===== src/cnm_pkg.sv =====
`timescale 1ns / 1ps

package cnm_pkg;

   // State machine codes
   localparam logic [2:0] ST_POWER_OFF = 3'd0;
   localparam logic [2:0] ST_NET_OFF   = 3'd1;
   localparam logic [2:0] ST_STARTUP   = 3'd2;
   localparam logic [2:0] ST_CHECK     = 3'd3;
   localparam logic [2:0] ST_NET_ON    = 3'd4;
   localparam logic [2:0] ST_SILENT    = 3'd5;

   // Network management command codes
   localparam logic [1:0] NC_WU = 2'd0;
   localparam logic [1:0] NC_SA = 2'd1;
   localparam logic [1:0] NC_S  = 2'd2;
   localparam logic [1:0] NC_MM = 2'd3;

   // Net status indication codes
   localparam logic [2:0] IND_OFF     = 3'd0;
   localparam logic [2:0] IND_STARTUP = 3'd1;
   localparam logic [2:0] IND_ON      = 3'd2;
   localparam logic [2:0] IND_CHECK   = 3'd3;
   localparam logic [2:0] IND_SDN     = 3'd4;

   // Bit positions of the latched receive events
   localparam int EV_STARTUP2ON     = 0;
   localparam int EV_CHECK2ON       = 1;
   localparam int EV_SILENT2STARTUP = 2;
   localparam int EV_ON2SILENT      = 3;

   // Configuration register indexes
   localparam logic [2:0] CSR_STAY_ACTIVE = 3'd0;
   localparam logic [2:0] CSR_TX_CYCLE    = 3'd1;
   localparam logic [2:0] CSR_SLEEP_ONE   = 3'd2;
   localparam logic [2:0] CSR_SLEEP_TWO   = 3'd3;
   localparam logic [2:0] CSR_TX_ENABLE   = 3'd4;

   localparam int CSR_INDEX_WIDTH = 3;
   localparam int CSR_DATA_WIDTH  = 16;

   localparam logic [15:0] STAY_ACTIVE_RESET = 16'd2000;
   localparam logic [15:0] TX_CYCLE_RESET    = 16'd2000;
   localparam logic [15:0] SLEEP_ONE_RESET   = 16'd2000;
   localparam logic [15:0] SLEEP_TWO_RESET   = 16'd100;

   typedef struct packed {
      logic       mode;
      logic       ignition_on;
      logic       sleep_allowed;
      logic       local_active;
      logic       wakeup_event;
      logic       sleep_granted;
      logic       comm_fault;
      logic       supply_ok;
      logic [1:0] rx_code;
      logic [5:0] rx_counter;
   } req_item_type;

   typedef struct packed {
      logic       frame_valid;
      logic [1:0] frame_code;
      logic [7:0] frame_status;
      logic [2:0] net_status;
      logic       app_tx_enable;
      logic       sleep_request;
   } rsp_item_type;

   // Control state that does not depend on the timer width
   typedef struct packed {
      logic [2:0] fsm;
      logic       al_flag;
      logic [1:0] on_code;
      logic [5:0] master_count;
      logic       master_seen;
      logic [3:0] rx_events;
      logic       wakeup_latch;
      logic       last_ignition;
      logic [2:0] status;
      logic       app_tx_held;
   } ctl_state_type;

endpackage


===== src/cnm_ifs.sv =====
`timescale 1ns / 1ps

interface cnm_req_if;
   logic       valid;
   logic       ready;
   logic       mode;
   logic       ignition_on;
   logic       sleep_allowed;
   logic       local_active;
   logic       wakeup_event;
   logic       sleep_granted;
   logic       comm_fault;
   logic       supply_ok;
   logic [1:0] rx_code;
   logic [5:0] rx_counter;

   modport source (
      output valid, mode, ignition_on, sleep_allowed, local_active, wakeup_event,
             sleep_granted, comm_fault, supply_ok, rx_code, rx_counter,
      input  ready
   );
   modport sink (
      input  valid, mode, ignition_on, sleep_allowed, local_active, wakeup_event,
             sleep_granted, comm_fault, supply_ok, rx_code, rx_counter,
      output ready
   );
endinterface

interface cnm_rsp_if;
   logic       valid;
   logic       ready;
   logic       frame_valid;
   logic [1:0] frame_code;
   logic [7:0] frame_status;
   logic [2:0] net_status;
   logic       app_tx_enable;
   logic       sleep_request;

   modport source (
      output valid, frame_valid, frame_code, frame_status, net_status,
             app_tx_enable, sleep_request,
      input  ready
   );
   modport sink (
      input  valid, frame_valid, frame_code, frame_status, net_status,
             app_tx_enable, sleep_request,
      output ready
   );
endinterface


===== src/cnm_csr.sv =====
`timescale 1ns / 1ps

module cnm_csr #(
   parameter int TIMER_WIDTH = 16
) (
   input  logic                                clock,
   input  logic                                reset,
   input  logic                                csr_we,
   input  logic [cnm_pkg::CSR_INDEX_WIDTH-1:0] csr_index,
   input  logic [cnm_pkg::CSR_DATA_WIDTH-1:0]  csr_wdata,
   output logic [TIMER_WIDTH-1:0]              stay_active_ticks,
   output logic [TIMER_WIDTH-1:0]              tx_cycle_ticks,
   output logic [TIMER_WIDTH-1:0]              sleep_one_ticks,
   output logic [TIMER_WIDTH-1:0]              sleep_two_ticks,
   output logic                                tx_enable
);

   logic [TIMER_WIDTH-1:0] stay_active_ff;
   logic [TIMER_WIDTH-1:0] tx_cycle_ff;
   logic [TIMER_WIDTH-1:0] sleep_one_ff;
   logic [TIMER_WIDTH-1:0] sleep_two_ff;
   logic                   tx_enable_ff;
   logic [31:0]            wdata_wide;
   logic [TIMER_WIDTH-1:0] wdata_timer;

   // The data word is 16 bits; a narrower timer keeps only its low bits.
   assign wdata_wide  = {16'd0, csr_wdata};
   assign wdata_timer = wdata_wide[TIMER_WIDTH-1:0];

   always_ff @(posedge clock) begin
      if (reset) begin
         stay_active_ff <= TIMER_WIDTH'(cnm_pkg::STAY_ACTIVE_RESET);
         tx_cycle_ff    <= TIMER_WIDTH'(cnm_pkg::TX_CYCLE_RESET);
         sleep_one_ff   <= TIMER_WIDTH'(cnm_pkg::SLEEP_ONE_RESET);
         sleep_two_ff   <= TIMER_WIDTH'(cnm_pkg::SLEEP_TWO_RESET);
         tx_enable_ff   <= 1'b1;
      end else if (csr_we) begin
         unique case (csr_index)
            cnm_pkg::CSR_STAY_ACTIVE: stay_active_ff <= wdata_timer;
            cnm_pkg::CSR_TX_CYCLE:    tx_cycle_ff    <= wdata_timer;
            cnm_pkg::CSR_SLEEP_ONE:   sleep_one_ff   <= wdata_timer;
            cnm_pkg::CSR_SLEEP_TWO:   sleep_two_ff   <= wdata_timer;
            cnm_pkg::CSR_TX_ENABLE:   tx_enable_ff   <= csr_wdata[0];
            default: begin
            end
         endcase
      end
   end

   assign stay_active_ticks = stay_active_ff;
   assign tx_cycle_ticks    = tx_cycle_ff;
   assign sleep_one_ticks   = sleep_one_ff;
   assign sleep_two_ticks   = sleep_two_ff;
   assign tx_enable         = tx_enable_ff;

endmodule


===== src/cnm_step.sv =====
`timescale 1ns / 1ps

module cnm_step #(
   parameter int TIMER_WIDTH = 16,
   parameter int DELAY_WIDTH = 1,
   parameter int TX_DELAY_TICKS = 1
) (
   input  cnm_pkg::req_item_type  item,
   input  cnm_pkg::ctl_state_type state_ff,
   input  logic [TIMER_WIDTH-1:0] sa_timer_ff,
   input  logic [TIMER_WIDTH-1:0] cycle_timer_ff,
   input  logic [TIMER_WIDTH-1:0] check_timer_ff,
   input  logic [TIMER_WIDTH-1:0] silent_timer_ff,
   input  logic [DELAY_WIDTH-1:0] delay_cnt_ff,
   input  logic [TIMER_WIDTH-1:0] cfg_stay_active,
   input  logic [TIMER_WIDTH-1:0] cfg_tx_cycle,
   input  logic [TIMER_WIDTH-1:0] cfg_sleep_one,
   input  logic [TIMER_WIDTH-1:0] cfg_sleep_two,
   input  logic                   cfg_tx_enable,
   output cnm_pkg::ctl_state_type state_in,
   output logic [TIMER_WIDTH-1:0] sa_timer_in,
   output logic [TIMER_WIDTH-1:0] cycle_timer_in,
   output logic [TIMER_WIDTH-1:0] check_timer_in,
   output logic [TIMER_WIDTH-1:0] silent_timer_in,
   output logic [DELAY_WIDTH-1:0] delay_cnt_in,
   output cnm_pkg::rsp_item_type  result
);

   localparam logic [TIMER_WIDTH-1:0] TIMER_ZERO = '0;
   localparam logic [TIMER_WIDTH-1:0] TIMER_ONE  = TIMER_WIDTH'(1);
   localparam logic [DELAY_WIDTH-1:0] DELAY_LAST = DELAY_WIDTH'(TX_DELAY_TICKS);

   function automatic logic [TIMER_WIDTH-1:0] dec_sat(input logic [TIMER_WIDTH-1:0] t);
      return (t != TIMER_ZERO) ? t - TIMER_ONE : t;
   endfunction

   cnm_pkg::ctl_state_type st;
   logic [TIMER_WIDTH-1:0] sa;
   logic [TIMER_WIDTH-1:0] cy;
   logic [TIMER_WIDTH-1:0] ck;
   logic [TIMER_WIDTH-1:0] sl;
   logic [DELAY_WIDTH-1:0] dc;
   logic                   send;
   logic [1:0]             send_code;
   logic                   sleep_req;
   logic                   cmd_on;
   logic [7:0]             status_byte;

   always_comb begin
      st        = state_ff;
      sa        = sa_timer_ff;
      cy        = cycle_timer_ff;
      ck        = check_timer_ff;
      sl        = silent_timer_ff;
      dc        = delay_cnt_ff;
      send      = 1'b0;
      send_code = cnm_pkg::NC_WU;
      sleep_req = 1'b0;
      cmd_on    = ~item.sleep_allowed;
      status_byte = 8'd0;
      result    = '0;

      if (item.mode) begin
         // Received master frame: latch events for the next tick.
         st.master_count = item.rx_counter;
         if (st.fsm == cnm_pkg::ST_STARTUP && item.rx_code == cnm_pkg::NC_SA)
            st.rx_events[cnm_pkg::EV_STARTUP2ON] = 1'b1;
         if (st.fsm == cnm_pkg::ST_CHECK && item.rx_code == cnm_pkg::NC_SA)
            st.rx_events[cnm_pkg::EV_CHECK2ON] = 1'b1;
         if (st.fsm == cnm_pkg::ST_NET_OFF && st.wakeup_latch &&
             item.rx_code == cnm_pkg::NC_SA)
            st.rx_events[cnm_pkg::EV_CHECK2ON] = 1'b1;
         if (st.fsm == cnm_pkg::ST_SILENT && item.rx_code == cnm_pkg::NC_WU)
            st.rx_events[cnm_pkg::EV_SILENT2STARTUP] = 1'b1;
         if (st.fsm == cnm_pkg::ST_NET_ON) begin
            if (item.rx_code == cnm_pkg::NC_S && !st.last_ignition)
               st.rx_events[cnm_pkg::EV_ON2SILENT] = 1'b1;
            if ((item.rx_code == cnm_pkg::NC_SA && !st.last_ignition) ||
                (item.rx_code == cnm_pkg::NC_MM && st.last_ignition)) begin
               st.on_code     = item.rx_code;
               sa             = cfg_stay_active;
               st.status      = cnm_pkg::IND_ON;
               cy             = TIMER_ONE;
               st.master_seen = 1'b1;
            end
         end
      end else begin
         st.last_ignition = item.ignition_on;
         if (item.wakeup_event)
            st.wakeup_latch = 1'b1;

         unique case (st.fsm)
            cnm_pkg::ST_POWER_OFF, cnm_pkg::ST_NET_OFF: begin
               if (st.fsm == cnm_pkg::ST_POWER_OFF) begin
                  st.status = cnm_pkg::IND_OFF;
                  st.fsm    = cnm_pkg::ST_NET_OFF;
               end
               st.al_flag = item.local_active;
               if (item.ignition_on) begin
                  st.wakeup_latch = 1'b0;
                  st.on_code = cnm_pkg::NC_MM;
                  send       = 1'b1;
                  send_code  = cnm_pkg::NC_MM;
                  sa         = cfg_stay_active;
                  cy         = cfg_tx_cycle;
                  st.status  = cnm_pkg::IND_ON;
                  st.fsm     = cnm_pkg::ST_NET_ON;
                  st.rx_events[cnm_pkg::EV_CHECK2ON] = 1'b0;
               end else if (cmd_on) begin
                  st.wakeup_latch = 1'b0;
                  sa        = cfg_stay_active;
                  send      = 1'b1;
                  send_code = cnm_pkg::NC_WU;
                  st.status = cnm_pkg::IND_STARTUP;
                  st.fsm    = cnm_pkg::ST_STARTUP;
                  st.rx_events[cnm_pkg::EV_CHECK2ON] = 1'b0;
               end else if (st.wakeup_latch) begin
                  st.wakeup_latch = 1'b0;
                  ck        = cfg_sleep_one;
                  st.status = cnm_pkg::IND_CHECK;
                  st.fsm    = cnm_pkg::ST_CHECK;
               end
            end
            cnm_pkg::ST_STARTUP: begin
               if (item.ignition_on) begin
                  st.on_code = cnm_pkg::NC_MM;
                  send       = 1'b1;
                  send_code  = cnm_pkg::NC_MM;
                  sa         = cfg_stay_active;
                  cy         = cfg_tx_cycle;
                  st.status  = cnm_pkg::IND_ON;
                  st.fsm     = cnm_pkg::ST_NET_ON;
                  st.rx_events[cnm_pkg::EV_STARTUP2ON] = 1'b0;
               end else begin
                  st.al_flag = item.local_active;
                  sa = dec_sat(sa);
                  if (sa == TIMER_ZERO || st.rx_events[cnm_pkg::EV_STARTUP2ON]) begin
                     st.rx_events[cnm_pkg::EV_STARTUP2ON] = 1'b0;
                     send      = 1'b1;
                     send_code = cnm_pkg::NC_SA;
                     sa        = cfg_stay_active;
                     cy        = cfg_tx_cycle;
                     st.status = cnm_pkg::IND_ON;
                     st.fsm    = cnm_pkg::ST_NET_ON;
                  end
               end
            end
            cnm_pkg::ST_CHECK: begin
               ck = dec_sat(ck);
               if (item.ignition_on) begin
                  st.on_code = cnm_pkg::NC_MM;
                  send       = 1'b1;
                  send_code  = cnm_pkg::NC_MM;
                  sa         = cfg_stay_active;
                  cy         = cfg_tx_cycle;
                  st.status  = cnm_pkg::IND_ON;
                  st.fsm     = cnm_pkg::ST_NET_ON;
                  st.rx_events[cnm_pkg::EV_CHECK2ON] = 1'b0;
               end else if (st.rx_events[cnm_pkg::EV_CHECK2ON]) begin
                  st.rx_events[cnm_pkg::EV_CHECK2ON] = 1'b0;
                  send      = 1'b1;
                  send_code = cnm_pkg::NC_SA;
                  sa        = cfg_stay_active;
                  cy        = cfg_tx_cycle;
                  st.status = cnm_pkg::IND_ON;
                  st.fsm    = cnm_pkg::ST_NET_ON;
               end else if (cmd_on) begin
                  st.al_flag = 1'b1;
                  send       = 1'b1;
                  send_code  = cnm_pkg::NC_WU;
                  sa         = cfg_stay_active;
                  st.status  = cnm_pkg::IND_STARTUP;
                  st.fsm     = cnm_pkg::ST_STARTUP;
                  st.rx_events[cnm_pkg::EV_CHECK2ON] = 1'b0;
               end else if (ck == TIMER_ZERO) begin
                  st.wakeup_latch = 1'b0;
                  sleep_req = 1'b1;
                  if (item.sleep_granted) begin
                     st.status = cnm_pkg::IND_OFF;
                     st.fsm    = cnm_pkg::ST_NET_OFF;
                     st.rx_events[cnm_pkg::EV_CHECK2ON] = 1'b0;
                  end
               end
            end
            cnm_pkg::ST_SILENT: begin
               sl = dec_sat(sl);
               if (item.ignition_on) begin
                  st.on_code = cnm_pkg::NC_MM;
                  send       = 1'b1;
                  send_code  = cnm_pkg::NC_MM;
                  sa         = cfg_stay_active;
                  cy         = cfg_tx_cycle;
                  st.status  = cnm_pkg::IND_ON;
                  st.fsm     = cnm_pkg::ST_NET_ON;
                  st.rx_events[cnm_pkg::EV_SILENT2STARTUP] = 1'b0;
               end else if (cmd_on) begin
                  st.al_flag = 1'b1;
                  send       = 1'b1;
                  send_code  = cnm_pkg::NC_WU;
                  sa         = cfg_stay_active;
                  st.status  = cnm_pkg::IND_STARTUP;
                  st.fsm     = cnm_pkg::ST_STARTUP;
                  st.rx_events[cnm_pkg::EV_SILENT2STARTUP] = 1'b0;
               end else if (st.rx_events[cnm_pkg::EV_SILENT2STARTUP]) begin
                  st.rx_events[cnm_pkg::EV_SILENT2STARTUP] = 1'b0;
                  sa        = cfg_stay_active;
                  st.status = cnm_pkg::IND_STARTUP;
                  st.fsm    = cnm_pkg::ST_STARTUP;
               end else if (sl == TIMER_ZERO) begin
                  st.wakeup_latch = 1'b0;
                  sleep_req = 1'b1;
                  if (item.sleep_granted) begin
                     st.status = cnm_pkg::IND_OFF;
                     st.fsm    = cnm_pkg::ST_NET_OFF;
                     st.rx_events[cnm_pkg::EV_SILENT2STARTUP] = 1'b0;
                  end
               end
            end
            cnm_pkg::ST_NET_ON: begin
               sa = dec_sat(sa);
               if (!item.ignition_on) begin
                  if (!cmd_on)
                     st.al_flag = 1'b0;
                  if ((!cmd_on && sa == TIMER_ZERO) ||
                      st.rx_events[cnm_pkg::EV_ON2SILENT]) begin
                     st.on_code = cnm_pkg::NC_SA;
                     sl         = cfg_sleep_two;
                     st.status  = cnm_pkg::IND_SDN;
                     st.fsm     = cnm_pkg::ST_SILENT;
                  end else if (cmd_on && sa == TIMER_ZERO) begin
                     st.al_flag = item.local_active;
                     st.on_code = cnm_pkg::NC_SA;
                     sa         = cfg_stay_active;
                     st.status  = cnm_pkg::IND_ON;
                  end
               end else if (cmd_on && sa == TIMER_ZERO) begin
                  st.al_flag = item.local_active;
                  st.on_code = cnm_pkg::NC_MM;
                  sa         = cfg_stay_active;
                  st.status  = cnm_pkg::IND_ON;
               end
               st.rx_events[cnm_pkg::EV_ON2SILENT] = 1'b0;
               // The cycle timer wraps: a zero period gives all ones here.
               cy = cy - TIMER_ONE;
               if (cy == TIMER_ZERO) begin
                  cy        = cfg_tx_cycle;
                  send      = 1'b1;
                  send_code = st.on_code;
               end
            end
            default: begin
               st.fsm = cnm_pkg::ST_POWER_OFF;
            end
         endcase

         // Application transmission opens after a short delay in net on.
         if (st.fsm == cnm_pkg::ST_NET_ON && item.supply_ok) begin
            if (dc < DELAY_LAST)
               dc = dc + DELAY_WIDTH'(1);
            else
               st.app_tx_held = 1'b1;
         end else begin
            dc = '0;
            st.app_tx_held = 1'b0;
         end
      end

      // A frame is sent with the final AL flag; the master counter goes out once.
      if (send && cfg_tx_enable) begin
         status_byte = {st.al_flag, item.comm_fault, 6'd0};
         if (st.master_seen) begin
            status_byte    = status_byte | {2'b00, st.master_count};
            st.master_seen = 1'b0;
         end
         result.frame_valid  = 1'b1;
         result.frame_code   = send_code;
         result.frame_status = status_byte;
      end

      result.net_status    = st.status;
      result.app_tx_enable = st.app_tx_held;
      result.sleep_request = sleep_req;

      state_in        = st;
      sa_timer_in     = sa;
      cycle_timer_in  = cy;
      check_timer_in  = ck;
      silent_timer_in = sl;
      delay_cnt_in    = dc;
   end

endmodule


===== src/can_network_mgmt_slave_fsm_unit.sv =====
`timescale 1ns / 1ps

// Channel   Direction  Carries
// req_ch    in         tick or received master frame transaction
// rsp_ch    out        optional NM frame, net status, tx enable, sleep request
// csr_*     in         configuration writes, indexes 0 to 4
//
// Each transaction is held in the input register and then processed into
// the result register, so one transaction is taken per cycle while the
// result is not stalled. The state update and the compare-and-decrement
// timers sit between those two registers. A stalled result holds the
// processing step; the input register still takes one more transaction meanwhile.
// Reset is synchronous and returns the state and the registers to defaults.

module can_network_mgmt_slave_fsm_unit #(
   parameter int TIMER_WIDTH = 16,
   parameter int TX_DELAY_TICKS = 1
) (
   input  logic                                clock,
   input  logic                                reset,
   cnm_req_if.sink                             req_ch,
   cnm_rsp_if.source                           rsp_ch,
   input  logic                                csr_we,
   input  logic [cnm_pkg::CSR_INDEX_WIDTH-1:0] csr_index,
   input  logic [cnm_pkg::CSR_DATA_WIDTH-1:0]  csr_wdata
);

   localparam int DELAY_WIDTH = (TX_DELAY_TICKS > 0) ? $clog2(TX_DELAY_TICKS + 1) : 1;

   logic [TIMER_WIDTH-1:0] cfg_stay_active;
   logic [TIMER_WIDTH-1:0] cfg_tx_cycle;
   logic [TIMER_WIDTH-1:0] cfg_sleep_one;
   logic [TIMER_WIDTH-1:0] cfg_sleep_two;
   logic                   cfg_tx_enable;

   cnm_pkg::req_item_type  req_item;
   cnm_pkg::req_item_type  in_ff;
   logic                   in_valid_ff;
   logic                   in_valid_in;
   cnm_pkg::rsp_item_type  rsp_ff;
   logic                   rsp_valid_ff;
   logic                   rsp_valid_in;
   cnm_pkg::rsp_item_type  step_result;
   logic                   advance;
   logic                   req_take;

   cnm_pkg::ctl_state_type state_ff;
   cnm_pkg::ctl_state_type state_in;
   logic [TIMER_WIDTH-1:0] sa_timer_ff;
   logic [TIMER_WIDTH-1:0] sa_timer_in;
   logic [TIMER_WIDTH-1:0] cycle_timer_ff;
   logic [TIMER_WIDTH-1:0] cycle_timer_in;
   logic [TIMER_WIDTH-1:0] check_timer_ff;
   logic [TIMER_WIDTH-1:0] check_timer_in;
   logic [TIMER_WIDTH-1:0] silent_timer_ff;
   logic [TIMER_WIDTH-1:0] silent_timer_in;
   logic [DELAY_WIDTH-1:0] delay_cnt_ff;
   logic [DELAY_WIDTH-1:0] delay_cnt_in;

   cnm_csr #(
      .TIMER_WIDTH(TIMER_WIDTH)
   ) u_csr (
      .clock             (clock),
      .reset             (reset),
      .csr_we            (csr_we),
      .csr_index         (csr_index),
      .csr_wdata         (csr_wdata),
      .stay_active_ticks (cfg_stay_active),
      .tx_cycle_ticks    (cfg_tx_cycle),
      .sleep_one_ticks   (cfg_sleep_one),
      .sleep_two_ticks   (cfg_sleep_two),
      .tx_enable         (cfg_tx_enable)
   );

   cnm_step #(
      .TIMER_WIDTH    (TIMER_WIDTH),
      .DELAY_WIDTH    (DELAY_WIDTH),
      .TX_DELAY_TICKS (TX_DELAY_TICKS)
   ) u_step (
      .item            (in_ff),
      .state_ff        (state_ff),
      .sa_timer_ff     (sa_timer_ff),
      .cycle_timer_ff  (cycle_timer_ff),
      .check_timer_ff  (check_timer_ff),
      .silent_timer_ff (silent_timer_ff),
      .delay_cnt_ff    (delay_cnt_ff),
      .cfg_stay_active (cfg_stay_active),
      .cfg_tx_cycle    (cfg_tx_cycle),
      .cfg_sleep_one   (cfg_sleep_one),
      .cfg_sleep_two   (cfg_sleep_two),
      .cfg_tx_enable   (cfg_tx_enable),
      .state_in        (state_in),
      .sa_timer_in     (sa_timer_in),
      .cycle_timer_in  (cycle_timer_in),
      .check_timer_in  (check_timer_in),
      .silent_timer_in (silent_timer_in),
      .delay_cnt_in    (delay_cnt_in),
      .result          (step_result)
   );

   assign req_item.mode          = req_ch.mode;
   assign req_item.ignition_on   = req_ch.ignition_on;
   assign req_item.sleep_allowed = req_ch.sleep_allowed;
   assign req_item.local_active  = req_ch.local_active;
   assign req_item.wakeup_event  = req_ch.wakeup_event;
   assign req_item.sleep_granted = req_ch.sleep_granted;
   assign req_item.comm_fault    = req_ch.comm_fault;
   assign req_item.supply_ok     = req_ch.supply_ok;
   assign req_item.rx_code       = req_ch.rx_code;
   assign req_item.rx_counter    = req_ch.rx_counter;

   // The held transaction is processed once the result register is free.
   assign advance      = in_valid_ff && (!rsp_valid_ff || rsp_ch.ready);
   assign req_ch.ready = !in_valid_ff || advance;
   assign req_take     = req_ch.valid && req_ch.ready;

   assign in_valid_in  = req_take ? 1'b1 : (advance ? 1'b0 : in_valid_ff);
   assign rsp_valid_in = advance ? 1'b1 : (rsp_ch.ready ? 1'b0 : rsp_valid_ff);

   always_ff @(posedge clock) begin
      if (reset) begin
         in_valid_ff  <= 1'b0;
         rsp_valid_ff <= 1'b0;
      end else begin
         in_valid_ff  <= in_valid_in;
         rsp_valid_ff <= rsp_valid_in;
      end
   end

   always_ff @(posedge clock) begin
      if (req_take)
         in_ff <= req_item;
      if (advance)
         rsp_ff <= step_result;
   end

   always_ff @(posedge clock) begin
      if (reset) begin
         state_ff.fsm           <= cnm_pkg::ST_POWER_OFF;
         state_ff.al_flag       <= 1'b0;
         state_ff.on_code       <= cnm_pkg::NC_MM;
         state_ff.master_count  <= 6'd0;
         state_ff.master_seen   <= 1'b0;
         state_ff.rx_events     <= 4'd0;
         state_ff.wakeup_latch  <= 1'b0;
         state_ff.last_ignition <= 1'b0;
         state_ff.status        <= cnm_pkg::IND_OFF;
         state_ff.app_tx_held   <= 1'b0;
         sa_timer_ff            <= '0;
         cycle_timer_ff         <= '0;
         check_timer_ff         <= '0;
         silent_timer_ff        <= '0;
         delay_cnt_ff           <= '0;
      end else if (advance) begin
         state_ff        <= state_in;
         sa_timer_ff     <= sa_timer_in;
         cycle_timer_ff  <= cycle_timer_in;
         check_timer_ff  <= check_timer_in;
         silent_timer_ff <= silent_timer_in;
         delay_cnt_ff    <= delay_cnt_in;
      end
   end

   assign rsp_ch.valid         = rsp_valid_ff;
   assign rsp_ch.frame_valid   = rsp_ff.frame_valid;
   assign rsp_ch.frame_code    = rsp_ff.frame_code;
   assign rsp_ch.frame_status  = rsp_ff.frame_status;
   assign rsp_ch.net_status    = rsp_ff.net_status;
   assign rsp_ch.app_tx_enable = rsp_ff.app_tx_enable;
   assign rsp_ch.sleep_request = rsp_ff.sleep_request;

endmodule


===== src/flat_wrapper.sv =====
// flat-port wrapper written by rule: the top's interface ports become plain ports
module can_network_mgmt_slave_fsm_unit_flat 
#(
   parameter int TIMER_WIDTH = 16,
   parameter int TX_DELAY_TICKS = 1
)
  (clock, reset, csr_we, csr_index, csr_wdata, req_ch_valid, req_ch_mode, req_ch_ignition_on, req_ch_sleep_allowed, req_ch_local_active, req_ch_wakeup_event, req_ch_sleep_granted, req_ch_comm_fault, req_ch_supply_ok, req_ch_rx_code, req_ch_rx_counter, req_ch_ready, rsp_ch_valid, rsp_ch_frame_valid, rsp_ch_frame_code, rsp_ch_frame_status, rsp_ch_net_status, rsp_ch_app_tx_enable, rsp_ch_sleep_request, rsp_ch_ready);
  cnm_req_if req_ch_i ();
  cnm_rsp_if rsp_ch_i ();
  input  logic clock;
  input  logic reset;
  input  logic csr_we;
  input  logic [cnm_pkg::CSR_INDEX_WIDTH-1:0] csr_index;
  input  logic [cnm_pkg::CSR_DATA_WIDTH-1:0] csr_wdata;
  input wire logic [$bits(req_ch_i.valid)-1:0] req_ch_valid;
  input wire logic [$bits(req_ch_i.mode)-1:0] req_ch_mode;
  input wire logic [$bits(req_ch_i.ignition_on)-1:0] req_ch_ignition_on;
  input wire logic [$bits(req_ch_i.sleep_allowed)-1:0] req_ch_sleep_allowed;
  input wire logic [$bits(req_ch_i.local_active)-1:0] req_ch_local_active;
  input wire logic [$bits(req_ch_i.wakeup_event)-1:0] req_ch_wakeup_event;
  input wire logic [$bits(req_ch_i.sleep_granted)-1:0] req_ch_sleep_granted;
  input wire logic [$bits(req_ch_i.comm_fault)-1:0] req_ch_comm_fault;
  input wire logic [$bits(req_ch_i.supply_ok)-1:0] req_ch_supply_ok;
  input wire logic [$bits(req_ch_i.rx_code)-1:0] req_ch_rx_code;
  input wire logic [$bits(req_ch_i.rx_counter)-1:0] req_ch_rx_counter;
  output wire logic [$bits(req_ch_i.ready)-1:0] req_ch_ready;
  output wire logic [$bits(rsp_ch_i.valid)-1:0] rsp_ch_valid;
  output wire logic [$bits(rsp_ch_i.frame_valid)-1:0] rsp_ch_frame_valid;
  output wire logic [$bits(rsp_ch_i.frame_code)-1:0] rsp_ch_frame_code;
  output wire logic [$bits(rsp_ch_i.frame_status)-1:0] rsp_ch_frame_status;
  output wire logic [$bits(rsp_ch_i.net_status)-1:0] rsp_ch_net_status;
  output wire logic [$bits(rsp_ch_i.app_tx_enable)-1:0] rsp_ch_app_tx_enable;
  output wire logic [$bits(rsp_ch_i.sleep_request)-1:0] rsp_ch_sleep_request;
  input wire logic [$bits(rsp_ch_i.ready)-1:0] rsp_ch_ready;
  assign req_ch_i.valid = req_ch_valid;
  assign req_ch_i.mode = req_ch_mode;
  assign req_ch_i.ignition_on = req_ch_ignition_on;
  assign req_ch_i.sleep_allowed = req_ch_sleep_allowed;
  assign req_ch_i.local_active = req_ch_local_active;
  assign req_ch_i.wakeup_event = req_ch_wakeup_event;
  assign req_ch_i.sleep_granted = req_ch_sleep_granted;
  assign req_ch_i.comm_fault = req_ch_comm_fault;
  assign req_ch_i.supply_ok = req_ch_supply_ok;
  assign req_ch_i.rx_code = req_ch_rx_code;
  assign req_ch_i.rx_counter = req_ch_rx_counter;
  assign req_ch_ready = req_ch_i.ready;
  assign rsp_ch_valid = rsp_ch_i.valid;
  assign rsp_ch_frame_valid = rsp_ch_i.frame_valid;
  assign rsp_ch_frame_code = rsp_ch_i.frame_code;
  assign rsp_ch_frame_status = rsp_ch_i.frame_status;
  assign rsp_ch_net_status = rsp_ch_i.net_status;
  assign rsp_ch_app_tx_enable = rsp_ch_i.app_tx_enable;
  assign rsp_ch_sleep_request = rsp_ch_i.sleep_request;
  assign rsp_ch_i.ready = rsp_ch_ready;
  can_network_mgmt_slave_fsm_unit #(.TIMER_WIDTH(TIMER_WIDTH), .TX_DELAY_TICKS(TX_DELAY_TICKS)) u_core (.clock(clock), .reset(reset), .req_ch(req_ch_i), .rsp_ch(rsp_ch_i), .csr_we(csr_we), .csr_index(csr_index), .csr_wdata(csr_wdata));
endmodule

===== config.mk =====
export PLATFORM = sky130hd
export DESIGN_NAME = can_network_mgmt_slave_fsm_unit_flat
export DESIGN_NICKNAME = d
export VERILOG_FILES = /design/src/cnm_pkg.sv /design/src/cnm_ifs.sv /design/src/cnm_csr.sv /design/src/cnm_step.sv /design/src/can_network_mgmt_slave_fsm_unit.sv /design/src/flat_wrapper.sv
export SDC_FILE = /design/constraint.sdc
export NUM_CORES = 1
export LEC_CHECK = 0
export BUFFER_PORTS_ARGS = -buffer_cell sky130_fd_sc_hd__buf_2
export CORE_MARGIN = 2
export CORE_UTILIZATION = 38
export CTS_CLUSTER_DIAMETER = 50
export DETAILED_ROUTE_END_ITERATION = 6
export GPL_ROUTABILITY_DRIVEN = 0
export PLACE_DENSITY = 0.64
export SETUP_SLACK_MARGIN = 0.3
export SYNTH_ARGS = -nofsm -noshare
export SYNTH_HDL_FRONTEND = slang
export SYNTH_HIERARCHICAL = 1
export SYNTH_SLANG_ARGS = --single-unit

===== constraint.sdc =====
create_clock -name clock -period 4.9 [get_ports clock]
set_input_delay 0 -clock clock [delete_from_list [all_inputs] [get_ports clock]]
set_output_delay 0 -clock clock [all_outputs]
set_load 0.01 [all_outputs]

[Yosys cells after proc, flatten, opt, wreduce, memory -nomap -nowiden]
Cells that the tools add are included.
Cells by class
  mux-type cells: 163
  bitwise logic cells: 4
  $lt $le $gt $ge: 1
  reduce and logical (&&, ||, !) cells: 62
  add/subtract/negate cells: 5
  equal/unequal tests: 30
Operators by type and width (number)
  $mux 16: 32
  $mux 3: 42
  $pmux 16 s5: 1
  $logic_not 16->1: 4
  $pmux 16 s2: 2
  $pmux 16 s4: 1
  $sub 16x1->16 const B: 4
  $mux 1: 62
  $reduce_bool 16->1: 3
  $pmux 3 s5: 3
  $mux 2: 11
  $logic_and 1x1->1: 14
  $ne 2x2->1 const B: 7
  $reduce_and 2->1: 7
  $eq 3x2->1 const B: 4
  $eq 3x3->1 const B: 4
  $reduce_and 4->1: 3
  $reduce_bool 2->1: 6
  $mux 11: 1
  $reduce_and 5->1: 2
  $reduce_and 3->1: 3
  $mux 8: 1
  $ne 2x1->1 const B: 4
  $ne 4x1->1 const B: 2
  other kinds (28): 42
Storage, ports and cells
  logic and storage cells: 307
  register bits: 187
  output and inout port bits: 18

[Logic depth before layout (Yosys ltp)]
Gate-level depths: netlist of the first run.
  depth in word-level cells: 13
  mapped depth: 15
  gate-level depth less buffers: 13

[Hierarchy]
Netlist of the first run, hierarchy kept.
By module, submodules not included
  cnm_step: cells an instance 897, area each 5137.4 µm², instances 1, seq. area each 0.0 µm²
  can_network_mgmt_slave_fsm_unit: cells an instance 423, area each 4943.5 µm², instances 1, seq. area each 2762.6 µm²
  cnm_csr: cells an instance 244, area each 2610.0 µm², instances 1, seq. area each 1301.2 µm²

[Worst setup path before layout of the first run]
OpenSTA, ideal clock, no wires.
  path type: register to register
  from: reg u_core.sa_timer_ff[0]
  to: reg u_core/state_ff[3] (netlist name)
  setup slack: 1.541 ns
  cell stages (with the launch flop): 15
  path buffers: 1
  arrival time: 3.240 ns
  setup time: 0.120 ns
  cell sequence: dfxtp_1 > inv_1 > ha_1 > or4b_2 > nor4_4 > or3_1 > nand4_2 > nor4_2 > nor2_1 > a22o_1 > a2111oi_0 > o21ai_1 > buf_4 > nand2b_1 > mux2i_1
RTL lines
  start: declaration: RTL line can_network_mgmt_slave_fsm_unit.sv:49  | logic [TIMER_WIDTH-1:0] sa_timer_ff;
  start signal: assignment: RTL line can_network_mgmt_slave_fsm_unit.sv:156  | sa_timer_ff <= sa_timer_in;

[Worst setup path after layout of the first run]
  from: reg u_core.sa_timer_ff[0]
  to: reg u_core.cycle_timer_ff[12]
Between the ends
  longest elaborated chain between the ends: 6
  elaborated cells on any way between the ends: 7
  those cells by class: add/sub: 1; eq/ne: 1; mux: 1; reduce/logical: 4
RTL lines
  $sub 16x1->16 or $reduce_bool 16->1 (tied branches): RTL line cnm_step.sv:34  | return (t != TIMER_ZERO) ? t - TIMER_ONE : t;
  $mux 16 (*): RTL line cnm_step.sv:34
  $logic_not 16->1 (*): RTL line cnm_step.sv:137  | if (sa == TIMER_ZERO || st.rx_events[cnm_pkg::EV_STARTUP2ON]) begin
  $logic_or 1x1->1 (*): RTL line cnm_step.sv:137
  $ne 4x1->1 (no source line) (*)
  $reduce_and 7->1 (no source line) (*)
  end signal: assignment: RTL line can_network_mgmt_slave_fsm_unit.sv:157  | cycle_timer_ff <= cycle_timer_in;
  end: declaration: RTL line can_network_mgmt_slave_fsm_unit.sv:51  | logic [TIMER_WIDTH-1:0] cycle_timer_ff;
Every way passes the cells marked *; elsewhere a longest branch is shown, timed or not.
A chain may end at the register's enable or synchronous reset.

==> results.toml, run 1 <==
[pwr]
power_density_nw_per_um2 = 266
p_int_mw = 2.57
p_sw_mw = 1.18
power.total_mw = 3.75
swShare = 0.314
vdd_drop_max_mv = 0.236
clkPwrFrac = 0.377
comb_power_share = 0.182
seqPwrFrac = 0.441
p_leak_nw = 5.28

[synth]
ys_top_cells_by_area = "dfxtp_1, mux2i_1, nand2b_1, edfxtp_1, nor2_1"
syn_avg_cell_area_um2 = 8.11
syn-instance-count = 1564
synth_seq_area_share = 0.320
synth_edf_count = 32
ys_warn_count = 6
ys_async_sr_fraction = 0
syn_nets = 1609
ys_ff_latch = 187
ys.flop_type = "dfxtp_1"
synthesis.area_um2 = 12700
ys_types = 86
yosysMostFrequentCell = "nand2b_1"
synth_common_cells = "nand2b_1, mux2i_1, dfxtp_1"
yosys.area.top_type = "dfxtp_1"
synth_top_area_frac = 0.245

[sta]
worst_pin_slew_ns = 1.34
clock.fmax_mhz = 230
drv_slew = 0
relSlewSlack = 0.108
hold_slack_ns = 0.0250
setup_viol = 0
finalCritPeriodShare = 0.888
hold_viol = 0
grt_setup_unrepaired = "false"
period_needed_ns = 4.35
finalSetupTns_ns = 0
finClkSkew_ns = 0.0165

[drt]
num_vias = 11700
viasPerCell = 5.75
drc_errors = 0
dr.pass1.iters = 6
wire_per_inst_um = 18.2
wirelength_um = 37000
initialDrtViolationCount = 1228
drtAntennaViolNets = 0

[floorplanning]
dieArea_um2 = 34900
start_util = 0.388
placementRows = 66
io_pins = 58
die-height_um = 187
die_w_um = 187
fp.coreArea_um2 = 32700

[grt]
grt_pass1_vias = 10800
antenna_found_initial = 0
grt_max_degree = 140
overflow = 0
grt_use_total = 0.209
grt_pass1_wl_um = 58700

[finish]
nFillCells = 3292
diodes = 0
final_nets = 1619
fin_area_um2 = 14100
syn_to_final_growth_pct = 11.0
layout-drive-gt1-share = 0.101

[place]
place.port_buffers = 57
dpl.hpwl_um = 25000
placed_area_um2 = 13100

[critical_path]
path_buf_inv = 2
cp.arrival_ns = 4.72
cp_max_fo = 13
cp.required_ns = 5.27
critPathLaunchType = "flop"
crit_slowest_cell = "or4b_2"
endpoint_kind = "flop"
timing.setup.critical_path_class = "flop to flop"
path_cells = "inv_1, ha_1, or4b_2, nor4_4, buf_4, a21oi_1, nand4b_1, nor3_2, o31a_1, or2_1, and2_1, a221o_1, nand2b_1, mux2i_1"
cpPeakStageDelay_ns = 0.66
critPathTopFamily = "simple AND/OR/NAND/NOR gates"

[clock_network]
clk_latency_ns = 0.45
clkTransAtPathRegs_ns = 0.08
cts_buffer_depth = 2
clock-sinks = 187
cts_tree = "done"
numCtsBuffers = 17
h-tree-depth = 4
cts_root_buffer = "clkbuf_16"

[hold_path]
hold_class = "primary input to flop"

[run_status]
status = "finished, final reports clean"

[flow_run]
max-cap-violations = 0
cells by family after synthesis:
kind of cell,synth area share
flip-flops,0.320
AO/OA/AOI/OAI,0.173
AND/OR/NAND/NOR,0.303
XOR/XNOR,0.00966
multiplexers,0.135
buffers and inverters,0.0532
adder cells (fa/ha/maj),0.00493
worst register-to-register path, delay by kind of cell (launching register included):
| kind | cells | cell delay, ns |
|---|---|---|
| adder cells (fa/ha/maj) | 1 | 0.28 |
| buffers and inverters | 2 | 0.33 |
| multiplexers | 1 | 0.14 |
| AO/OA/AOI/OAI | 3 | 0.77 |
| flip-flops | 1 | 0.38 |
| AND/OR/NAND/NOR | 7 | 2.38 |
sequential cells by signal, indices dropped and copies added, names as in the netlist, 2 cells and up:
name,cells
u_core/state_ff,23
u_core/check_timer_ff,16
u_core/cycle_timer_ff,16
u_core/in_ff,16
u_core/sa_timer_ff,16
u_core/silent_timer_ff,16
u_core/u_csr/sleep_one_ticks,16
u_core/u_csr/sleep_two_ticks,16
u_core/u_csr/stay_active_ticks,16
u_core/u_csr/tx_cycle_ticks,16
u_core/rsp_ch.frame_status,8
u_core/rsp_ch.net_status,3
u_core/rsp_ch.frame_code,2
layout by cell type (no fill, tap or decap), drive strengths merged, types with 33 or more instances in the layout:
cell	n
nand2b	246
mux2i	165
dfxtp	155
nor2	137
nand2	109
a21oi	99
o21ai	93
buf	79
nor3	46
dlygate4sd3	33
metrics by stage:
step           instances  setup slack [ns]   util
5_1_grt             2029             0.319  0.431
4_1_cts             2026             0.490  0.430
2_1_floorplan       1564              1.54      -
6_report            2029             0.548  0.431
3_5_place_dp        1961             0.542  0.401
3_3_place_gp        1961             0.692  0.401
path summary, 6_finish.rpt:
path              depth (start not counted)             startpoint                              end  slack, ns
hold / removal                            3           csr_wdata[3]  u_core/u_csr/sleep_two_ticks[3]       0.03
setup reg to reg                         14  u_core/sa_timer_ff[0]        u_core/cycle_timer_ff[12]       0.55
setup / recovery                         14  u_core/sa_timer_ff[0]        u_core/cycle_timer_ff[12]       0.55
hold reg to reg                           2    u_core/state_ff[14]              u_core/state_ff[14]       0.47
what timing repair did:
item | 4_1_cts | 5_1_grt
hold buffers | 33 | 0
endpoints found under the hold margin | 56 | 0
buffers inserted | 0 | 3
gates resized for setup | 0 | 1
endpoints found under the setup margin | 0 | 17
power by group through the flow:
stage          clock, mW  combinational (mW)  sequential [mW]
2_1_floorplan          0               0.494             1.67
3_3_place_gp           0               0.629             1.69
3_5_place_dp           0               0.636             1.69
4_1_cts             1.44               0.659             1.65
5_1_grt             1.51               0.738             1.66
6_report            1.41               0.684             1.66
final cells by class:
cell class                      count  area (um^2)  area share
Clock buffer                       17          425      0.0302
Sequential cell                   187         4060       0.289
Timing Repair Buffer              112          787      0.0559
Clock inverter                     15          181      0.0129
Inverter                           27          101     0.00720
Tap cell                          442          553      0.0393
Multi-Input combinational cell   1229         7970       0.566
routing by layer:
metal	vias to the layer above	track usage	share of wire
met5	-	0	0
met1	5560	0.299	0.47
met4	0	0.0586	0.016
met2	477	0.320	0.43
met3	47	0.0380	0.080
li1	5586	-	-
No activity file was read; power rests on OpenSTA's default activity.
==> run 2, diff against run 1 <==
--- a/config.mk
+++ b/config.mk
@@ -5,13 +5,14 @@
 export SDC_FILE = /design/constraint.sdc
 export NUM_CORES = 1
 export LEC_CHECK = 0
+export ABC_CLOCK_PERIOD_IN_PS = 4900
 export BUFFER_PORTS_ARGS = -buffer_cell sky130_fd_sc_hd__buf_2
 export CORE_MARGIN = 2
-export CORE_UTILIZATION = 38
+export CORE_UTILIZATION = 40
 export CTS_CLUSTER_DIAMETER = 50
 export DETAILED_ROUTE_END_ITERATION = 6
 export GPL_ROUTABILITY_DRIVEN = 0
-export PLACE_DENSITY = 0.64
+export PLACE_DENSITY = 0.66
 export SETUP_SLACK_MARGIN = 0.3
 export SYNTH_ARGS = -nofsm -noshare
 export SYNTH_HDL_FRONTEND = slang
==> results.toml, run 2 (synthesis gave the netlist of run 1 again) <==
[drt]
wire_per_inst_um = 18.5
wirelength_um = 36800
drtAntennaViolNets = 0
dr.pass1.iters = 5
num_vias = 11800
viasPerCell = 5.95
drc_errors = 0
initialDrtViolationCount = 1192

[finish]
final_nets = 1616
nFillCells = 3071
final_common_cell = "nand2b_1"
fin_cells = 1986
syn_to_final_growth_pct = 10.4
layout-drive-gt1-share = 0.0991
fin_area_um2 = 14000
top_register = "u_core/state_ff"
layout_common_cells = "nand2b_1, mux2i_1, dfxtp_1"
diodes = 0
largest_reg_flops = 23

[clock_network]
cts_buffer_depth = 2
h-tree-depth = 4
cts_tree = "done"
clk_latency_ns = 0.45
cts_root_buffer = "clkbuf_16"
numCtsBuffers = 17
postCtsHoldBufs = 31
cts_resized = 0
post_cts_buffers = 0
clock-sinks = 187
clkTransAtPathRegs_ns = 0.08

[sta]
worst_pin_slew_ns = 1.32
drv_slew = 0
finalSetupTns_ns = 0
setup_viol = 0
finClkSkew_ns = 0.0194
relSlewSlack = 0.119
finalCritPeriodShare = 0.864
clock.fmax_mhz = 236
hold_viol = 0
grt_setup_unrepaired = "false"
setup_slack_ns = 0.665
period_needed_ns = 4.23

[run_status]
status = "finished, final reports clean"

[pwr]
vdd_drop_max_mv = 0.245
p_leak_nw = 5.26
power_density_nw_per_um2 = 269

[critical_path]
cp.arrival_ns = 4.60
cp_max_fo = 15
critPathLaunchType = "flop"
cp.required_ns = 5.27
endpoint_kind = "flop"
timing.setup.critical_path_class = "flop to flop"

[hold_path]
hold_class = "primary input to flop"

[grt]
antenna_found_initial = 0
grt_pass1_wl_um = 59000
overflow = 0
grt_max_degree = 207
grt_pass1_vias = 11000
grt_use_total = 0.220

[place]
pre_cts_slack_ns = 0.797
dpl.hpwl_um = 24900
placed_area_um2 = 13100
dp_cells = 1923
place.port_buffers = 57

[flow_run]
max-cap-violations = 0

[floorplanning]
die-height_um = 182
dieArea_um2 = 33200
fp.coreArea_um2 = 31400
io_pins = 58
die_w_um = 182
start_util = 0.404
placementRows = 65
-- run 2: cell count changes in the layout (fill, tap and decap cells not counted), moves of 2 or more --
cell	before	now
buf_4	22	20
clkinv_2	2	0
clkinv_8	7	1
clkinvlp_4	0	3
dlygate4sd3_1	33	31
inv_6	3	6
-- run 2: critical path: stages, from the launching register on --
cell and delay (ns):
dfxtp_1 0.38, inv_1 0.09, ha_1 0.27, or4b_2 0.65, nor4_4 0.17, buf_4 0.23
a21oi_1 0.12, nand4b_1 0.27, nor3_2 0.43, o2111ai_1 0.23, nor4b_1 0.77, a21oi_1 0.16
nor2_1 0.17, nand2b_1 0.07, mux2i_1 0.12
-- run 2: through the flow --
step           utilization  power, mW  hold WS [ns]
2_1_floorplan            -       2.16        0.0989
3_3_place_gp         0.417       2.32         0.179
3_5_place_dp         0.417       2.33         0.178
4_1_cts              0.446       3.78       0.00448
5_1_grt              0.446       3.90        0.0187
6_report             0.446       3.76        0.0271
-- run 2: path summary, 6_finish.rpt --
kind / startpoint / endpoint / slack, ns / cells past startpoint
setup / recovery: u_core/sa_timer_ff[1] / u_core/state_ff[0] / 0.67 / 14
hold / removal: csr_wdata[1] / u_core/u_csr/sleep_one_ticks[1] / 0.03 / 3
setup reg to reg: u_core/sa_timer_ff[1] / u_core/state_ff[0] / 0.67 / 14
hold reg to reg: u_core/state_ff[11] / u_core/state_ff[11] / 0.47 / 2
-- run 2: area by class of cell --
type	instances	area, um^2	share of cell area
multi-input combinational	1229	7970	0.569
sequential	187	4060	0.290
timing repair buffer	109	772	0.0551
tap	402	503	0.0359
clock buffer	18	450	0.0322
clock inverter	14	148	0.0105
inverter	27	101	0.00724
-- run 2: report_power, final --
group          internal, mW  switching [mW]
Combinational         0.273           0.403
Clock                 0.751           0.679
Sequential             1.60          0.0509
Total                  2.63            1.13
-- run 2: metal layers --
layer,up-vias,track usage,part of all wire
li1,5597,-,-
met1,5659,0.308,0.46
met2,489,0.348,0.44
met3,68,0.0321,0.069
met4,0,0.0739,0.025
met5,-,0,0
